--- src/rtl/core/lsi_pkg.sv ---
// Shared constants for the line / sphere intersection core.
package lsi_pkg;

   localparam int COORD_WIDTH_DEFAULT = 32;
   localparam int MUL_CHUNK = 16;
   localparam int EPS_WIDTH = 32;
   localparam logic [EPS_WIDTH-1:0] EPS_RESET = 32'd1;

   localparam logic [1:0] HITS_NONE    = 2'd0;
   localparam logic [1:0] HITS_TANGENT = 2'd1;
   localparam logic [1:0] HITS_CROSS   = 2'd2;

endpackage

--- src/rtl/core/lsi_mul.sv ---
// Pipelined signed multiplier, one chunk of the second operand per stage.
module lsi_mul #(
   parameter int AW = 33,
   parameter int BW = 33
) (
   input  logic                 clock,
   input  logic                 en,
   input  logic signed [AW-1:0] op_a,
   input  logic signed [BW-1:0] op_b,
   output logic signed [AW+BW-1:0] product
);

   localparam int CH = lsi_pkg::MUL_CHUNK;
   localparam int N  = (BW + CH - 1) / CH;
   localparam int PW = AW + BW;
   localparam int XW = N * CH;
   localparam int EW = AW + XW + 1;

   // partial product of a with chunk k of b, placed at its weight
   function automatic logic signed [PW-1:0] term(input logic signed [AW-1:0] a,
                                                 input logic signed [BW-1:0] b,
                                                 input int k);
      logic signed [XW-1:0]   bx;
      logic [CH-1:0]          chunk;
      logic signed [CH:0]     cs;
      logic signed [AW+CH:0]  pr;
      logic signed [EW-1:0]   ex;
      bx    = XW'(b);
      chunk = bx[k*CH +: CH];
      cs    = (k == N-1) ? $signed({chunk[CH-1], chunk}) : $signed({1'b0, chunk});
      pr    = a * cs;
      ex    = EW'(pr);
      ex    = ex <<< (k*CH);
      return $signed(ex[PW-1:0]);
   endfunction

   logic signed [AW-1:0] a_ff   [N];
   logic signed [BW-1:0] b_ff   [N];
   logic signed [PW-1:0] acc_ff [N];

   always_ff @(posedge clock) begin
      if (en) begin
         a_ff[0]   <= op_a;
         b_ff[0]   <= op_b;
         acc_ff[0] <= term(op_a, op_b, 0);
         for (int k = 1; k < N; k++) begin
            a_ff[k]   <= a_ff[k-1];
            b_ff[k]   <= b_ff[k-1];
            acc_ff[k] <= acc_ff[k-1] + term(a_ff[k-1], b_ff[k-1], k);
         end
      end
   end

   assign product = acc_ff[N-1];

endmodule

--- config.mk ---
export PLATFORM = sky130hd
export DESIGN_NAME = lsi_mul
export DESIGN_NICKNAME = d
export VERILOG_FILES = /design/src/rtl/core/lsi_pkg.sv /design/src/rtl/core/lsi_mul.sv
export SDC_FILE = /design/constraint.sdc
export NUM_CORES = 2
export LEC_CHECK = 0
export BUFFER_PORTS_ARGS = -buffer_cell sky130_fd_sc_hd__buf_2
export CAP_MARGIN = 20
export CORE_UTILIZATION = 60
export DETAILED_ROUTE_END_ITERATION = 12
export GPL_TIMING_DRIVEN = 0
export PLACE_DENSITY = 0.79
export SYNTH_ARGS = -nofsm -noshare
export SYNTH_HDL_FRONTEND = slang
export SYNTH_SLANG_ARGS = --single-unit
export TNS_END_PERCENT = 1
--- constraint.sdc ---
create_clock -name clock -period 9.45 [get_ports clock]
set_input_delay 2.3625 -clock clock [delete_from_list [all_inputs] [get_ports clock]]
set_output_delay 2.3625 -clock clock [all_outputs]
set_load 0.05 [all_outputs]
# After elaboration in Yosys (flattened, before gate mapping)
# Memory sizes are Yosys's and may differ from the RTL's.
# Cells that the tools add are included.
# W data, S select, Z words.
# op_classes
addsub	2
muxes	2
mul	3
# op_table
operator	count
$add A66 B66 Y66	2
$mul A33 B17 Y50	2
$mul A33 B1 Y34	1
$mux W1	2
# totals
ff_bits	0
out_inout_bits	66
input_bits	68
mem_bits_rw	396
mem_count	3
wordCells	10
# mem_list
name	words	word_bits	rd	rd_ports_with_merged_regs	write_ports	line	source
acc_ff	3	66	3	0	3	lsi_mul.sv:39	logic signed [PW-1:0] acc_ff [N];
a_ff	3	33	2	0	3	lsi_mul.sv:37	logic signed [AW-1:0] a_ff [N];
b_ff	3	33	2	0	3	lsi_mul.sv:38	logic signed [BW-1:0] b_ff [N];

# Longest topological paths before layout
# logic_depth
ltp_word	2
ltp_mapped	37
ltp_nobuf	35

# Worst setup path after synthesis
# OpenSTA, ideal clock, no wires.
# synth_timing
path_kind	input to register
start	input op_a[12]
end	memory acc_ff[0][45] (netlist name) (data pin)
cell_stages	25
setup_ns	0.260
arrival_ns	8.435
setup_slack_ns	0.754
t_required_ns	9.190
n_path_buf	1
path_cell_list	clkbuf_1 -> nand2_1 -> fa_1 -> inv_1 -> fa_1 -> inv_1 -> fa_1 -> inv_1 -> fa_1 -> inv_1 -> fa_1 -> inv_1 -> fa_1 -> ha_1 -> a2111oi_0 -> o21ai_0 -> o21ai_0 -> o211ai_1 -> a2111oi_2 -> o31ai_1 -> a31oi_1 -> o21ai_2 -> a31o_2 -> a21oi_1 -> xnor2_1
# synth_lines
item	line	source
from (decl)	lsi_mul.sv:8	input logic signed [AW-1:0] op_a,
to (decl)	lsi_mul.sv:39	

==> out/qor.csv <==
stage,metric,value,unit
logic_synthesis,ys_warn_count,0,
logic_synthesis,synth_edf_count,266,
sta,fin_hold_ws,412.3,ps
logic_synthesis,synth_cell_types,78,
floorplan,dieArea,84460,um^2
logic_synthesis,async_flop_share,0,
sta,fin_worst_skew,14.83,ps
layout,final_common_cell,inv_1,
global_route,grt_pass1_wl,210.5,mm
logic_synthesis,synth_seq_cells,266,
layout,n_fill_cell,6642,
sta,setup_viol,1,
layout,finalNetCount,6769,
outcome,outcome,"complete, but fails checks",
clocking,cts-buffers-inserted,27,
sta,max_freq,105.8,MHz
sta,rsz0062_at_grt,yes,
floorplan,fp.coreArea,82240,um^2
floorplan,fp.dieW,290.6,um
sta,tns,-3.181,ps
layout,post-route-cell-area,53540,um^2
run,maxCapViolCount,0,
floorplan,num_rows,105,
worst_setup_path,path_class,primary input to flop,
layout,multi_input_area,36540,um^2
global_route,antenna_found_initial,12,
global_route,grt_pass1_vias,38010,
clocking,cts_tree,yes,
drt,dr.pass1.iters,12,
layout,seq_area,7988,um^2
place,hpwlAfterDp,110.4,mm
drt,via_count,36410,
clocking,clockBufferDepth,3,
global_route,grt_overflow,0,
sta,slew_headroom,0.3519,
drt,wl,133.8,mm
sta,fin_crit_sh,1.000,
global_route,grt_max_degree,133,
logic_synthesis,yosysSeqAreaShare,0.1598,
logic_synthesis,synth_largest_area_cell,fa_1,
global_route,grt_usage,0.3257,
worst_setup_path,endpoint_kind,flop,
place,placed_area,52050,um^2
sta,hold_viol,0,
logic_synthesis,synth_area_per_cell,9.692,um^2
drt,drc_errors,1,
layout,final_cell_mix,"1,158 x inv_1, 1,008 x fa_1, 700 x nand2_1, 469 x and2_1, 325 x ha_1",
floorplan,io_pins,134,
worst_setup_path,critical_path.max_fanout,10,
drt,antenna_left,0,
floorplan,initial_core_util,0.6078,
drt,wl_per_cell,20.69,um
floorplan,die_y,290.6,um
sta,slew_violations,0,
sta,tightest_slew,972.2,ps
clocking,cts_num_sinks,266,
logic_synthesis,yosysTopAreaCellShare,0.4037,
logic_synthesis,synthFlopType,edfxtp_1,
logic_synthesis,synth_cells,5157,
logic_synthesis,synth_nets,6558,
drt,viasPerCell,5.631,
drt,drt_iter0_drc,3260,
layout,drive_gt1_frac,0.07294,
outcome,violations,"DRC, setup timing",
worst_setup_path,required,9770,ps
place,place.gp.congestion,0.9959,
clocking,worstSkewPairLatency,580,ps
logic_synthesis,ys_top_cells_by_area,"fa_1 40%, edfxtp_1 16%, inv_1 8.7%",
worst_setup_path,worstSetupStartpointType,primary input,
sta,period_needed,9453,ps
min_path,min_path_type,flop to flop,
worst_setup_path,worst_ep_arrival_time,9770,ps
clocking,clkTransAtPathRegs,70,ps
clocking,clockRootBuffer,clkbuf_16,
clocking,cts.htree.levels,1,
sta,setup_slack,-3.181,ps
place,portBuffers,133,
layout,area.growth.synth_to_final,7.124,%
logic_synthesis,syn-cell-area,49980,um^2
[worst paths after layout]
check,from,end,slack [ps],cells past startpoint
hold reg to reg,acc_ff[0][2],acc_ff[0][68],410,0
setup / recovery,op_b[13],acc_ff[0][45],-3,23
hold / removal,acc_ff[0][2],acc_ff[0][68],410,0
setup reg to reg,b_ff[0][30],acc_ff[0][128],160,31
[what timing repair did]
action	CTS	global route
hold buffers	0	0
gates cloned	0	0
gates resized for setup	34	69
setup endpoints to repair	12	14
setup buffers	3	44
[per-layer routing]
metal	GRT usage	wire, um	vias up
met1	0.4231	51460	18270
met2	0.5192	60990	1717
met3	0.07999	14130	381
met5	0	71	-
met4	0.1462	7108	12
li1	-	-	16020
[flip-flops by register name (all words and copies together), names as in the netlist]
name    count
acc_ff    182
a_ff       66
b_ff       18
[kinds of logic (layout without fill, tap and decap cells)]
kind of cell,after synthesis,count (layout),share of synthesized area
buffers and inverters,1401,1632,0.1102
xor gates and xnor gates,198,198,0.03470
adders and majority gates,1333,1333,0.4851
DFF,266,266,0.1598
AOI/OAI and AO/OA,502,502,0.06741
other,0,8,0
and+or+nand+nor,1457,1457,0.1428
[worst max-delay path, stage by stage]
cell	delay, ps
buf_2	150
clkbuf_1	730
and2_1	250
fa_1	450
fa_1	570
inv_1	70
fa_1	510
fa_1	440
fa_1	520
inv_1	70
fa_1	480
ha_1	450
a21o_1	200
a21o_1	160
a21oi_1	250
o211ai_1	220
a2111oi_4	550
o31ai_1	210
a31oi_2	380
o21ai_2	110
a31o_2	240
a21oi_1	250
xnor2_1	120
[through the flow]
stage               instances    util  worst slack [ps]
floorplan                5157       -             754.2
global placement         6360  0.6321            -973.7
detailed placement       6362  0.6329             -1072
CTS                      6414  0.6456            -2.720
global route             6458  0.6508            -111.9
finish                   6466  0.6511            -3.181
[cells in the mapped netlist (all sizes together), types with 7 or more instances]
library cell / count
o21ai: 80
and2: 470
o211ai: 8
or3: 13
nor2: 87
nor2b: 35
clkbuf: 177
o21a: 26
nor3: 28
edfxtp: 266
nand2: 700
o21bai: 28
nand4: 21
a2111oi: 7
nand2b: 23
xor2: 46
fa: 1008
a31oi: 17
xnor2: 152
inv: 1158
nor4: 10
o31ai: 7
nand3: 21
a21oi: 160
a21o: 101
and3: 23
ha: 325
a211oi: 14
buf: 66
nor3b: 7
[layout make-up]
cell class	count	share of cell area
antenna	8	0.0003739
buffer	243	0.02318
clock buffer	27	0.01262
clock inverter	22	0.005164
inverter	1158	0.08118
multi-input combinational	3490	0.6824
sequential	266	0.1492
tap	1070	0.02500
timing repair buffer	182	0.02094
Power is not shown: default switching activity piles up to over one toggle a cycle in this logic, so the estimate is an artifact.
