--- config.mk ---
export PLATFORM = sky130hd
export DESIGN_NAME = lsi_delay
export DESIGN_NICKNAME = d
export VERILOG_FILES = /design/src/rtl/core/lsi_delay.sv
export SDC_FILE = /design/constraint.sdc
export NUM_CORES = 1
export LEC_CHECK = 0
export ABC_AREA = 1
export BUFFER_PORTS_ARGS = -buffer_cell sky130_fd_sc_hd__buf_2
export CAP_MARGIN = 20
export CORE_AREA = 2 2 39 41
export DETAILED_ROUTE_END_ITERATION = 8
export DIE_AREA = 0 0 41 43
export HOLD_SLACK_MARGIN = 0.15
export PLACE_DENSITY = 0.5
export SYNTH_ARGS = -nofsm -noshare
export SYNTH_HDL_FRONTEND = slang
export SYNTH_SLANG_ARGS = --single-unit
export TNS_END_PERCENT = 20
--- constraint.sdc ---
create_clock -name clock -period 0.8 [get_ports clock]
set_input_delay 0.04 -clock clock [delete_from_list [all_inputs] [get_ports clock]]
set_output_delay 0.04 -clock clock [all_outputs]
set_load 0.01 [all_outputs]
--- src/rtl/core/lsi_delay.sv ---
// Register line that carries a word and its valid bit alongside an arithmetic unit.
module lsi_delay #(
   parameter int WIDTH = 8,
   parameter int DEPTH = 1
) (
   input  logic             clock,
   input  logic             reset,
   input  logic             en,
   input  logic             in_valid,
   input  logic [WIDTH-1:0] in_data,
   output logic             out_valid,
   output logic [WIDTH-1:0] out_data
);

   logic             vld_ff  [DEPTH];
   logic [WIDTH-1:0] data_ff [DEPTH];

   always_ff @(posedge clock) begin
      if (reset) begin
         for (int k = 0; k < DEPTH; k++) vld_ff[k] <= 1'b0;
      end else if (en) begin
         vld_ff[0] <= in_valid;
         for (int k = 1; k < DEPTH; k++) vld_ff[k] <= vld_ff[k-1];
      end
   end

   always_ff @(posedge clock) begin
      if (en) begin
         data_ff[0] <= in_data;
         for (int k = 1; k < DEPTH; k++) data_ff[k] <= data_ff[k-1];
      end
   end

   assign out_valid = vld_ff[DEPTH-1];
   assign out_data  = data_ff[DEPTH-1];

endmodule

=== Yosys cells after proc, flatten, opt, wreduce, memory -nomap -nowiden ===
Memory sizes are Yosys's and may differ from the RTL's.
Index checks and enable logic that the tools add are counted.

* Word-level logic and storage cells: 11
* Bits in writable memories: 9
* Latch bits: 0
* ROM bits: 0
* Memories: 2
* Input port bits: 12
* Bits in registers: 0

* Divide/modulo/power cells: 0
* Shift-type cells: 0
* $lt $le $gt $ge: 0
* Mux-type cells: 8
* Equal/unequal tests: 0
* Multipliers: 0
* Bitwise operators: 0
* Reduce and logical (&&, ||, !) cells: 1
* Add/sub/neg operators: 0

{| class="wikitable"
|+ Memory list
! name !! words !! bits a word !! read ports !! clocked after Yosys merged registers in !! write ports !! line !! source
|-
| data_ff || 1 || 8 || 1 || 0 || 1 || 16 || <nowiki>logic [WIDTH-1:0] data_ff [DEPTH];</nowiki>
|-
| vld_ff || 1 || 1 || 1 || 0 || 1 || 15 || <nowiki>logic vld_ff [DEPTH];</nowiki>
|}

{| class="wikitable"
|+ Operators with widths
! kind !! count
|-
| $mux 1 || 8
|-
| $reduce_or 1->1 || 1
|}

=== Longest topological paths before layout ===
* Depth in word-level cells: 5
* Mapped depth: 2
* Depth with buffers taken out: 2

=== Worst setup path after synthesis ===
No wires, ideal clock.

* Path type: input port to flip-flop
* From: in en
* To: mem vld_ff[0] (enable)
* Setup slack: 304 ps
* Data required time: 553 ps
* Data arrival time: 249 ps
* Library setup time: 247 ps
* Path buffers: 0
* Cell stages on the path: 1
* Cell sequence: or2_1

* Word-level cells in the longest chain between the ends: 5

{| class="wikitable"
|+ Ends and longest elaborated chain
! item !! line !! source
|-
| start, declared || 8 || <nowiki>input logic en,</nowiki>
|-
| $mux 1 (*) || 21 || <nowiki>end else if (en) begin</nowiki>
|-
| $mux 1 (*) || 19 || <nowiki>if (reset) begin</nowiki>
|-
| $mux 1 (implied by the code) (*) || 22 || <nowiki>vld_ff[0] <= in_valid;</nowiki>
|-
| $reduce_or 1->1 (no line) || - ||
|-
| $mux 1 (no line) (*) || - ||
|-
| end, declared || 15 ||
|}

Every way passes the cells marked *; elsewhere a longest branch is shown, timed or not.

=== Final worst setup path ===
* From: mem data_ff[0][5]
* To: out out_data[5]

* Word-level cells in the longest chain between the ends: 1

{| class="wikitable"
|+ Ends and longest elaborated chain
! item !! line !! source
|-
| start, declared || 16 ||
|-
| $mem_v2 1x8 || - ||
|-
| end, declared || 12 || <nowiki>output logic [WIDTH-1:0] out_data</nowiki>
|}

No other way between the ends.

==> results.md <==
Status:
- The flow ran to the end, but the final reports show violations.
- The final reports fail on negative setup slack.

Floorplan:
- The core region is about 1400 µm².
- The total die area is 1760 µm².
- For this configuration, the core starts out at a cell density of between 20 and 25%.
- The vertical extent of the die is approximately 43 µm.
- The standard-cell row count is 14.
- From left edge to right edge, the die measures slightly above 40 µm.
- The total I/O pin count is 21.

Drt:
- After detailed routing, the number of remaining DRC violations is 0.
- The first routing iteration left 0 violations.
- The total via count in the routed design is 227.
- The detail-routed via count per cell is 3.72.
- Dividing the detail-routed wire length by the instance count gives between 10 and 15 µm.
- The first-pass iteration count of the detailed router is 1.
- Wires add up to between 600 and 700 µm.
- In this run the remaining antenna-violating nets after routing total 0.

Setup path:
- The delay contributed by the slowest stage of the critical path is roughly 0.36 ns.
- The biggest fanout along the worst timing path is 1.
- Traced cell by cell, the critical path runs through buf_2.
- The critical path's top delay family is flip-flops.
- The worst setup path is captured at a primary output.
- The count of buffer and inverter cells on the critical path is 1.
- The data required time at the worst endpoint is 0.76 ns.
- The slowest stage of the critical path belongs to the cell sky130_fd_sc_hd__edfxtp_1.
- STA classifies the critical path startpoint as a flip-flop.
- The data arrival time of the worst path is 0.76 ns.
- The worst setup path category is flip-flop to primary output.

Timing:
- Setup repair after global routing could not meet its margin everywhere.
- The ratio of final minimum period to clock period is 100%.
- The count of final setup violators is 2.
- The tightest slew margin relative to the limit is between 80% and 90%.
- The fmax is 1240 MHz.
- After layout, the worst setup slack is -0.00368 ns.
- The minimum clock period is ~0.8 ns.
- The count of final max-slew check failures came to 0.
- The total count of hold-check failures in the final report is 0.
- At the pin with the least slew margin, the transition time is between 0.15 and 0.2 ns.

Yosys:
- Counting flops with an async set or reset pin after synthesis yields a share of 0%.
- For this run, the number of Yosys warnings is 0.
- By instance count, the leading cell after synthesis is sky130_fd_sc_hd__edfxtp_1.
- The summed instance area of the synthesized netlist is 284 µm².
- The commonest cells after synthesis are 9 x sky130_fd_sc_hd__edfxtp_1, 1 x sky130_fd_sc_hd__nand2_1, 1 x sky130_fd_sc_hd__nor2_1, 1 x sky130_fd_sc_hd__or2_1.
- The commonest register cell after synthesis is sky130_fd_sc_hd__edfxtp_1.
- The gate count of the mapped netlist is 12.
- The share of the synthesized area in the top cell type is a little over nine tenths.
- The share of the Yosys chip area taken by registers is a little over nine tenths.
- The synthesized design contains 9 enable-type register cells.
- By area the synthesized netlist is led by sky130_fd_sc_hd__edfxtp_1 95%, sky130_fd_sc_hd__or2_1 2.2%, sky130_fd_sc_hd__nand2_1 1.3%, sky130_fd_sc_hd__nor2_1 1.3%.
- Synthesis inferred 9 register bits.
- Yosys mapped the design onto 4 distinct sky130hd cell types.
- The number of nets in the synthesized netlist is 24.
- Of all cell types, the one taking the most synthesized area is sky130_fd_sc_hd__edfxtp_1.
- A synthesized cell averages 23.7 µm².

Clocking:
- The tree built by TritonCTS fans out to 9 sinks.
- The clock-pin transition on the worst setup and hold timing paths is about 0.060 ns.
- The TritonCTS clock tree is built.
- The depth of the CTS H-tree is 1.
- In this run the deepest clock path goes through 2 buffers.
- In this run the clock root is driven by a sky130_fd_sc_hd__clkbuf_4.
- The number of setup buffers added after CTS is 0.
- The clock buffer count from CTS is 3.
- The post-cts hold buffer count is 8.

Final layout:
- After the flow finishes, the layout carries non-filler instances totaling between 60 and 70.
- The post-route netlist has 53.3% of its cells at a drive strength greater than 1.
- The area growth from synthesis to layout is 82.4%.
- Counting the fill cells in the layout gives ~150.
- The number of antenna diodes in the final layout is 0.
- The share of the core filled with cells in the final layout is ~37%.
- The number of nets at the end of the flow is between 50 and 60.

Global route:
- Global routing used between 8 and 9% of the available met1 tracks.
- The via count of the first global-routing pass was 218.
- The global routing met3 resource utilization is ~4.7%.
- The first global-routing pass estimated roughly 860 µm of wire.
- The number of antenna violations at the first check in global routing was 0.
- The largest net degree at the start of global routing is 9.
- For this run, global-route usage on met2 was measured as 11.3%.
- The total grt overflow is 0.
- The most heavily used metal layer in global routing is met2.
- The overall routing resource usage is 8.15%.

Power and ir drop:
- VDD sags by at most between 900 and 1000 µV.
- The leakage power total is 0.228 nW.
- The power density of the placed cells is around 2000 nW/µm².

Job:
- The number of maximum-capacitance violations is 0.

Min path:
- The class of the worst hold path is input pin to flip-flop.

Place:
- The count of buffers added on input and output ports is 20.
- At the end of routability-driven placement, the weighted congestion stood at 0.609.
- The cell count after placement is 49.
[kinds of logic after synthesis]
kind of cell / share of synthesized area, %
and+or+nand+nor: 4.84
DFF: 95.2
[layer usage]
metal  vias up  part of all wire (%)
met5         -                     0
met4         0                     0
met3         0                    13
met2        21                    45
met1        94                    42
li1        112                     -
[cells in the final DEF, fill, tap and decap left out]
cell                             n
sky130_fd_sc_hd__nor2_1          1
sky130_fd_sc_hd__clkbuf_4        3
sky130_fd_sc_hd__clkbuf_1        1
sky130_fd_sc_hd__nand2_1         1
sky130_fd_sc_hd__buf_2          20
sky130_fd_sc_hd__buf_4           1
sky130_fd_sc_hd__dlygate4sd3_1   8
sky130_fd_sc_hd__or2_1           1
sky130_fd_sc_hd__edfxtp_1        9
[power by group]
part / internal [mW] / total [mW] / switching [mW]
Combinational: 0.0724 / 0.127 / 0.0542
Sequential: 0.560 / 0.568 / 0.00826
Clock: 0.191 / 0.337 / 0.145
Total: 0.824 / 1.03 / 0.208
[layout make-up]
type                       count  area, µm²  area share [%]
clock buffer                   4       26.3            5.07
tap                           16       20.0            3.86
multi-input combinational      3       13.8            2.66
sequential                     9        270            52.2
timing repair buffer          29        188            36.2
[registers in the layout, summed over array words and instances (netlist names)]
name / flops
vld_ff: 1
data_ff: 8
[what timing repair did]
item | 4_1_cts | 5_1_grt
pin swaps | 0 | 0
setup endpoints to repair | 8 | 9
cloned | 0 | 0
gates resized for setup | 0 | 0
hold endpoints to repair | 15 | 7
[path summary, 6_finish.rpt]
check	start	endpoint	slack [ns]	cells past startpoint
worst min-delay path	reset	vld_ff[0]	0.08	2
worst max-delay path	data_ff[0][5]	out_data[5]	-0.004	1
[metrics by stage]
stage | setup WS, ns | total power, mW | instance area [µm²] | setup TNS (ns) | hold slack (ns)
floorplan | 0.304 | 0.605 | 284 | 0 | 0.139
global placement | 0.124 | 0.674 | 412 | 0 | 0.219
detailed placement | 0.107 | 0.678 | 412 | 0 | 0.218
CTS | -0.0200 | 1.05 | 518 | -0.0859 | 0.0629
global route | -0.0504 | 1.09 | 518 | -0.322 | 0.0760
finish | -0.00368 | 1.03 | 518 | -0.00652 | 0.0792
(Power assumes the default switching activity.)
